[config.mk]
export PLATFORM = sky130hd
export DESIGN_NAME = cmt_cfg
export DESIGN_NICKNAME = d
export VERILOG_FILES = /design/src/design/cluster_membership_table_assert.svh /design/src/design/cmt_pkg.sv /design/src/design/cmt_cfg.sv
export SDC_FILE = /design/constraint.sdc
export NUM_CORES = 1
export LEC_CHECK = 0
export ABC_AREA = 1
export CAP_MARGIN = 20
export CORE_UTILIZATION = 57
export DETAILED_ROUTE_END_ITERATION = 10
export DONT_BUFFER_PORTS = 1
export PLACE_DENSITY = 0.78
export SLEW_MARGIN = 20
export SYNTH_ARGS = -nofsm -noshare
export SYNTH_HDL_FRONTEND = slang
export SYNTH_SLANG_ARGS = --single-unit
[constraint.sdc]
create_clock -name i_clk -period 1.2 [get_ports i_clk]
set_input_delay 0.3 -clock i_clk [delete_from_list [all_inputs] [get_ports i_clk]]
set_output_delay 0.3 -clock i_clk [all_outputs]
set_load 0.01 [all_outputs]
[src/design/cluster_membership_table_assert.svh]
// Assertion macros for the cluster membership table.
// Depends on a clock named i_clk and an active-low reset named i_rst_n in scope.
`ifndef CLUSTER_MEMBERSHIP_TABLE_ASSERT_SVH
`define CLUSTER_MEMBERSHIP_TABLE_ASSERT_SVH

// Checks a property on every clock edge outside reset.
`define CMT_CHECK(lbl, prop, msg) \
    lbl: assert property (@(posedge i_clk) disable iff (!i_rst_n) (prop)) else $error(msg);

// Checks that a condition implies a consequence in the next cycle.
`define CMT_CHECK_NEXT(lbl, cond, cons, msg) \
    lbl: assert property (@(posedge i_clk) disable iff (!i_rst_n) (cond) |=> (cons)) \
        else $error(msg);

`endif

[src/design/cmt_pkg.sv]
// Shared types and codes of the cluster membership table.
// No dependencies.
`default_nettype none
package cmt_pkg;
    localparam int MAX_NODES_DEF = 16;
    localparam int ID_BYTES_DEF  = 16;

    localparam logic [1:0] OP_MERGE  = 2'd0;
    localparam logic [1:0] OP_AGE    = 2'd1;
    localparam logic [1:0] OP_LOOKUP = 2'd2;
    localparam logic [1:0] OP_NOP    = 2'd3;

    localparam logic [1:0] H_ALIVE   = 2'd0;
    localparam logic [1:0] H_SUSPECT = 2'd1;
    localparam logic [1:0] H_DEAD    = 2'd2;

    localparam logic [2:0] MO_UPDATED   = 3'd0;
    localparam logic [2:0] MO_REFRESHED = 3'd1;
    localparam logic [2:0] MO_INSERTED  = 3'd2;
    localparam logic [2:0] MO_DROPPED   = 3'd3;
    localparam logic [2:0] MO_STALE     = 3'd4;

    localparam logic [2:0] REG_SELF_ID_HIGH    = 3'd0;
    localparam logic [2:0] REG_SELF_ID_LOW     = 3'd1;
    localparam logic [2:0] REG_SELF_ADDRESS    = 3'd2;
    localparam logic [2:0] REG_SELF_CLIENT     = 3'd3;
    localparam logic [2:0] REG_SELF_CLUSTER    = 3'd4;
    localparam logic [2:0] REG_SELF_FIRST      = 3'd5;
    localparam logic [2:0] REG_SELF_LIMIT      = 3'd6;
    localparam logic [2:0] REG_TIMEOUT         = 3'd7;

    localparam logic [31:0] TIMEOUT_RESET = 32'd5000;

    typedef enum logic [1:0] {
        S_IDLE,
        S_SCAN,
        S_DONE
    } t_state;

    typedef struct packed {
        logic [63:0] id_hi;
        logic [63:0] id_lo;
        logic [31:0] address;
        logic [15:0] cli_port;
        logic [15:0] gsp_port;
        logic [31:0] range_first;
        logic [31:0] range_limit;
        logic [31:0] incarnation;
        logic [1:0]  health;
        logic [31:0] seen_ms;
    } t_entry;

    typedef struct packed {
        logic [1:0]  operation;
        logic [63:0] id_hi;
        logic [63:0] id_lo;
        logic [31:0] address;
        logic [15:0] cli_port;
        logic [15:0] gsp_port;
        logic [31:0] range_first;
        logic [31:0] range_limit;
        logic [31:0] incarnation;
        logic [1:0]  health;
        logic [31:0] now;
        logic [31:0] page;
    } t_item;

    typedef struct packed {
        logic [2:0]  outcome;
        logic        found;
        logic [3:0]  index;
        logic [31:0] address;
        logic [15:0] cli_port;
        logic [15:0] gsp_port;
        logic        local_page;
        logic [4:0]  count;
    } t_result;

    typedef struct packed {
        logic [63:0] id_hi;
        logic [63:0] id_lo;
        logic [31:0] address;
        logic [15:0] cli_port;
        logic [15:0] gsp_port;
        logic [31:0] range_first;
        logic [31:0] range_limit;
        logic [31:0] timeout;
    } t_cfg;

    typedef struct packed {
        logic        we;
        logic [2:0]  index;
        logic [63:0] data;
    } t_cfg_wr;
endpackage
`default_nettype wire

[src/design/cmt_cfg.sv]
// Configuration registers of the membership table.
// Depends on cmt_pkg for the register codes and the configuration struct.
`default_nettype none
module cmt_cfg (
    input  wire logic             i_clk,
    input  wire logic             i_rst_n,
    input  wire cmt_pkg::t_cfg_wr i_wr,
    output cmt_pkg::t_cfg         o_cfg
);
    import cmt_pkg::*;

    t_cfg r_cfg;

    always_ff @(posedge i_clk) begin
        if (!i_rst_n) begin
            r_cfg         <= '0;
            r_cfg.timeout <= TIMEOUT_RESET;
        end else if (i_wr.we) begin
            case (i_wr.index)
                REG_SELF_ID_HIGH: r_cfg.id_hi        <= i_wr.data;
                REG_SELF_ID_LOW:  r_cfg.id_lo        <= i_wr.data;
                REG_SELF_ADDRESS: r_cfg.address      <= i_wr.data[31:0];
                REG_SELF_CLIENT:  r_cfg.cli_port     <= i_wr.data[15:0];
                REG_SELF_CLUSTER: r_cfg.gsp_port     <= i_wr.data[15:0];
                REG_SELF_FIRST:   r_cfg.range_first  <= i_wr.data[31:0];
                REG_SELF_LIMIT:   r_cfg.range_limit  <= i_wr.data[31:0];
                REG_TIMEOUT:      r_cfg.timeout      <= i_wr.data[31:0];
                default: ;
            endcase
        end
    end

    assign o_cfg = r_cfg;
endmodule
`default_nettype wire

# Yosys cells after proc, flatten, opt, wreduce, memory -nomap -nowiden
# Cells that the tools add are included.
[totals] register_bits=288 input_bits=70 output_inout_bits=288 elab_cells=24
[op_classes] n_eq_ne=7 n_reduce_logical=9
[op_table] op="$reduce_and A2 Y1" n=8
[op_table] op="$eq A3 B3 Y1 const B" n=4
[op_table] op="$eq A3 B2 Y1 const B" n=2
[op_table] op="$eq A3 B1 Y1 const B" n=1
[op_table] op="$logic_not A3 Y1" n=1

# Longest topological paths before layout
[depth] word_depth=2 ltp_mapped=7 depth_no_buf=5

# Worst setup path before layout
# Ideal clock, no wire load.
[synth_timing] path_type="input -> register" from="in i_rst_n" to="reg r_cfg (netlist bit o_cfg[144])" setup_time_ns=0.064 arrival_ns=1.130 t_required_ns=1.136 slack_ns=0.006 stages=5 path_buffers=3 cell_sequence="buf_2 clkbuf_1 buf_1 nand2_1 nor2_1"
[synth_rtl] item="start, declared" line_no="cmt_cfg.sv:6" rtl="input wire logic i_rst_n,"
[synth_rtl] item="end, declared" line_no="cmt_cfg.sv:12" rtl="t_cfg r_cfg;"

# Final worst setup path
[layout_timing] from="in i_wr[64] (netlist bit)" to="reg r_cfg (netlist bit o_cfg[186])"
[layout_between] elab_chain_cells=2
[layout_lines] item="start, declared" line_no="cmt_cfg.sv:7" rtl="input wire cmt_pkg::t_cfg_wr i_wr,"
[layout_lines] item="$eq A3 B1 Y1" line_no="cmt_cfg.sv:19" rtl="case (i_wr.index)"
[layout_lines] item="$reduce_and A2 Y1 (no source line)"
# No other way between the ends.
# A chain may end at the register's enable or synchronous reset.

==> impl_metrics.py <==
metrics = {
    "placed_design": {
        "dp_hpwl_microns": 22000,
        "pre_cts_ws_ns": -0.0670,
        "place.gp.congestion": 0.835,
        "dpl_cell_area_sq_um": 11800,
        "dp.cells": 1831,
        "port_buffers": 0,
    },
    "synth": {
        "avgSynthCellArea_sq_um": 6.86,
        "yosysMostFrequentCell": "nor2_1",
        "ys_seq_elements": 288,
        "synthAdderAreaFrac": 0,
        "muxShareOfSynthArea": 0,
        "yosys.cell_types.count": 10,
        "synth_top_family_by_area": "simple AND/OR/NAND/NOR gates",
        "synth_area_leaders": "dfxtp_1 51%, nor2_1 19%, nand3_1 12%",
        "async_flop_share": 0,
        "synthFlopType": "dfxtp_1",
        "yosys.area_share.simple": 0.419,
        "synth_top_area_share": 0.513,
        "ys_top_cells_by_count": "574 x nor2_1, 326 x nand2_1, 288 x dfxtp_1",
        "syn-num-nets": 1707,
        "synth_area_leader_cell": "dfxtp_1",
        "synthesis.area_sq_um": 11200,
        "synth_cells": 1637,
        "synth-compound-area-share": 0,
        "yosys_warnings": 0,
        "ys_seq_area_frac": 0.513,
        "synthXorXnorAreaFrac": 0,
        "synth_edf_count": 0,
    },
    "timing": {
        "period_share": 1.17,
        "final-max-slew-violation-count": 0,
        "fmax_mhz": 711,
        "setup_slack_ns": -0.207,
        "setup_viol": 338,
        "rsz0062_at_grt": "true",
        "worst_pin_slew_ns": 0.561,
        "fin_crit_ns": 1.41,
        "relSlewSlack": 0.626,
        "hold_violations": 0,
        "hold_slack_ns": 0.0262,
        "fin_skew_ns": 0,
    },
    "detailed_routing": {
        "drt_pass1_iterations": 7,
        "antenna_left": 0,
        "drtIter0Drc": 1623,
        "via_count": 13200,
        "drc": 0,
        "wire_per_inst_microns": 23.3,
        "wirelength_microns": 49800,
        "routed_via_density": 6.19,
    },
    "pwr": {
        "p_clk_frac": 0.435,
        "leakage_nw": 7.47,
        "p_sw_mw": 5.96,
        "seqPwrFrac": 0.443,
        "p_int_mw": 17.1,
        "p_comb_frac": 0.122,
        "ir_drop_uv": 1170,
        "powerDensity_nw_per_um2": 1380,
        "switching_share": 0.259,
    },
    "critical_path": {
        "crit_fanout": 14,
        "worstSetupEndpointType": "flip-flop",
        "worstPathArrival_ns": 1.83,
        "start_kind": "input port",
        "worstPathRequired_ns": 1.62,
        "path_class": "in2reg",
    },
    "final_layout": {
        "final_area_sq_um": 16700,
        "final_cells": 2136,
        "largest_reg_flops": 288,
        "n_antenna_cell": 0,
        "drive_gt1_frac": 0.239,
        "areaGrowthSynthToFinish_pct": 48.8,
        "nets": 1925,
    },
    "floorplan": {
        "core_sq_um": 19000,
        "die_width_microns": 142,
        "die_area_sq_um": 20300,
        "die_h_microns": 142,
        "start_util": 0.590,
        "io_pins": 358,
        "rows": 50,
    },
    "run_status": {
        "violations": "negative setup slack",
        "status": "finished with violations",
    },
    "grt": {
        "grt_pass1_wl_microns": 63300,
        "grt_use_total": 0.402,
        "gr-total-overflow": 0,
        "grt_start_max_net_pins": 248,
        "grt_pass1_vias": 12300,
        "antenna_found_initial": 1,
    },
    "clocking": {
        "numCtsBuffers": 30,
        "cts_tree": "done",
        "ctsRootBufferMaster": "clkbuf_16",
        "cts_buffer_depth": 3,
        "insertion_delay_ns": 0.55,
        "clk_pin_slew_ns": 0.06,
        "htree_num_levels": 1,
        "cts_sinks": 288,
    },
    "worst_hold_path": {
        "hp-class": "in2reg",
    },
    "run": {
        "cap_violations": 0,
    },
}
critical path: stages:
cell	delay (ns)
inv_1	0.13
nor2_4	0.07
buf_12	0.15
clkbuf_16	0.18
nand3_1	0.09
nand2_1	0.05
dlygate4sd3_1	0.56
nor2_1	0.28
metal layers:
metal,up-vias,global-route usage,part of all wire
met5,-,0,0
li1,5484,-,-
met2,1239,0.676,0.45
met4,0,0.307,0.093
met3,425,0.142,0.14
met1,6079,0.409,0.31
final cells by class:
class,instances,area (sq um)
clock buffers,40,850
flip-flops and latches,288,6530
multi-input cells,1165,4850
clock inverters,13,199
fillers,862,2310
repair buffers,299,3680
well taps,260,325
inverters,71,269
kinds of logic after synthesis:
family	after synthesis
buf+inv	184
flops	288
simple gates	1165
stage by stage:
step	setup TNS, ns	total power [mW]	util
CTS	-5.44	22.4	0.833
global route	-14.40	23.6	0.879
finish	-8.20	23.0	0.879
floorplan	0	11.6	-
detailed placement	-1.72	12.1	0.618
global placement	-0.000489	12.1	0.618
final timing paths:
| path | cells past startpoint | end | slack [ns] | start |
|---|---|---|---|---|
| max | 8 | o_cfg[186] | -0.21 | i_wr[64] |
| min | 4 | o_cfg[287] | 0.03 | i_wr[63] |
| max reg2reg | 3 | o_cfg[7] | 0.04 | o_cfg[7] |
| min reg2reg | 2 | o_cfg[17] | 0.51 | o_cfg[17] |
power by group through the flow:
stage	logic (mW)	registers, mW	clock network [mW]
5_1_grt	2.97	10.2	10.4
3_3_place_gp	1.51	10.5	0
2_1_floorplan	1.20	10.4	0
6_report	2.81	10.2	10.0
4_1_cts	2.28	10.3	9.85
3_5_place_dp	1.55	10.5	0
placed cells by master (no fill, tap or decap), types with 5 or more instances in the layout:
| master | count |
|---|---|
| clkbuf_1 | 5 |
| nand3_2 | 18 |
| buf_12 | 27 |
| dlymetal6s4s_1 | 62 |
| dlygate4sd3_1 | 155 |
| nor2_4 | 7 |
| inv_1 | 70 |
| dfxtp_4 | 160 |
| buf_4 | 27 |
| dfxtp_2 | 128 |
| nand2_1 | 324 |
| nand3_1 | 243 |
| bufinv_16 | 5 |
| clkbuf_16 | 49 |
| buf_8 | 5 |
| clkinv_2 | 5 |
| nor2_1 | 568 |
repair_timing:
action | 4_1_cts | 5_1_grt
cloned | 0 | 18
gates resized for setup | 369 | 177
setup endpoints to repair | 288 | 450
buffers inserted | 0 | 15
hold endpoints to repair | 288 | 28
pin swaps | 0 | 18
hold buffers | 247 | 1
(Power assumes the default switching activity.)
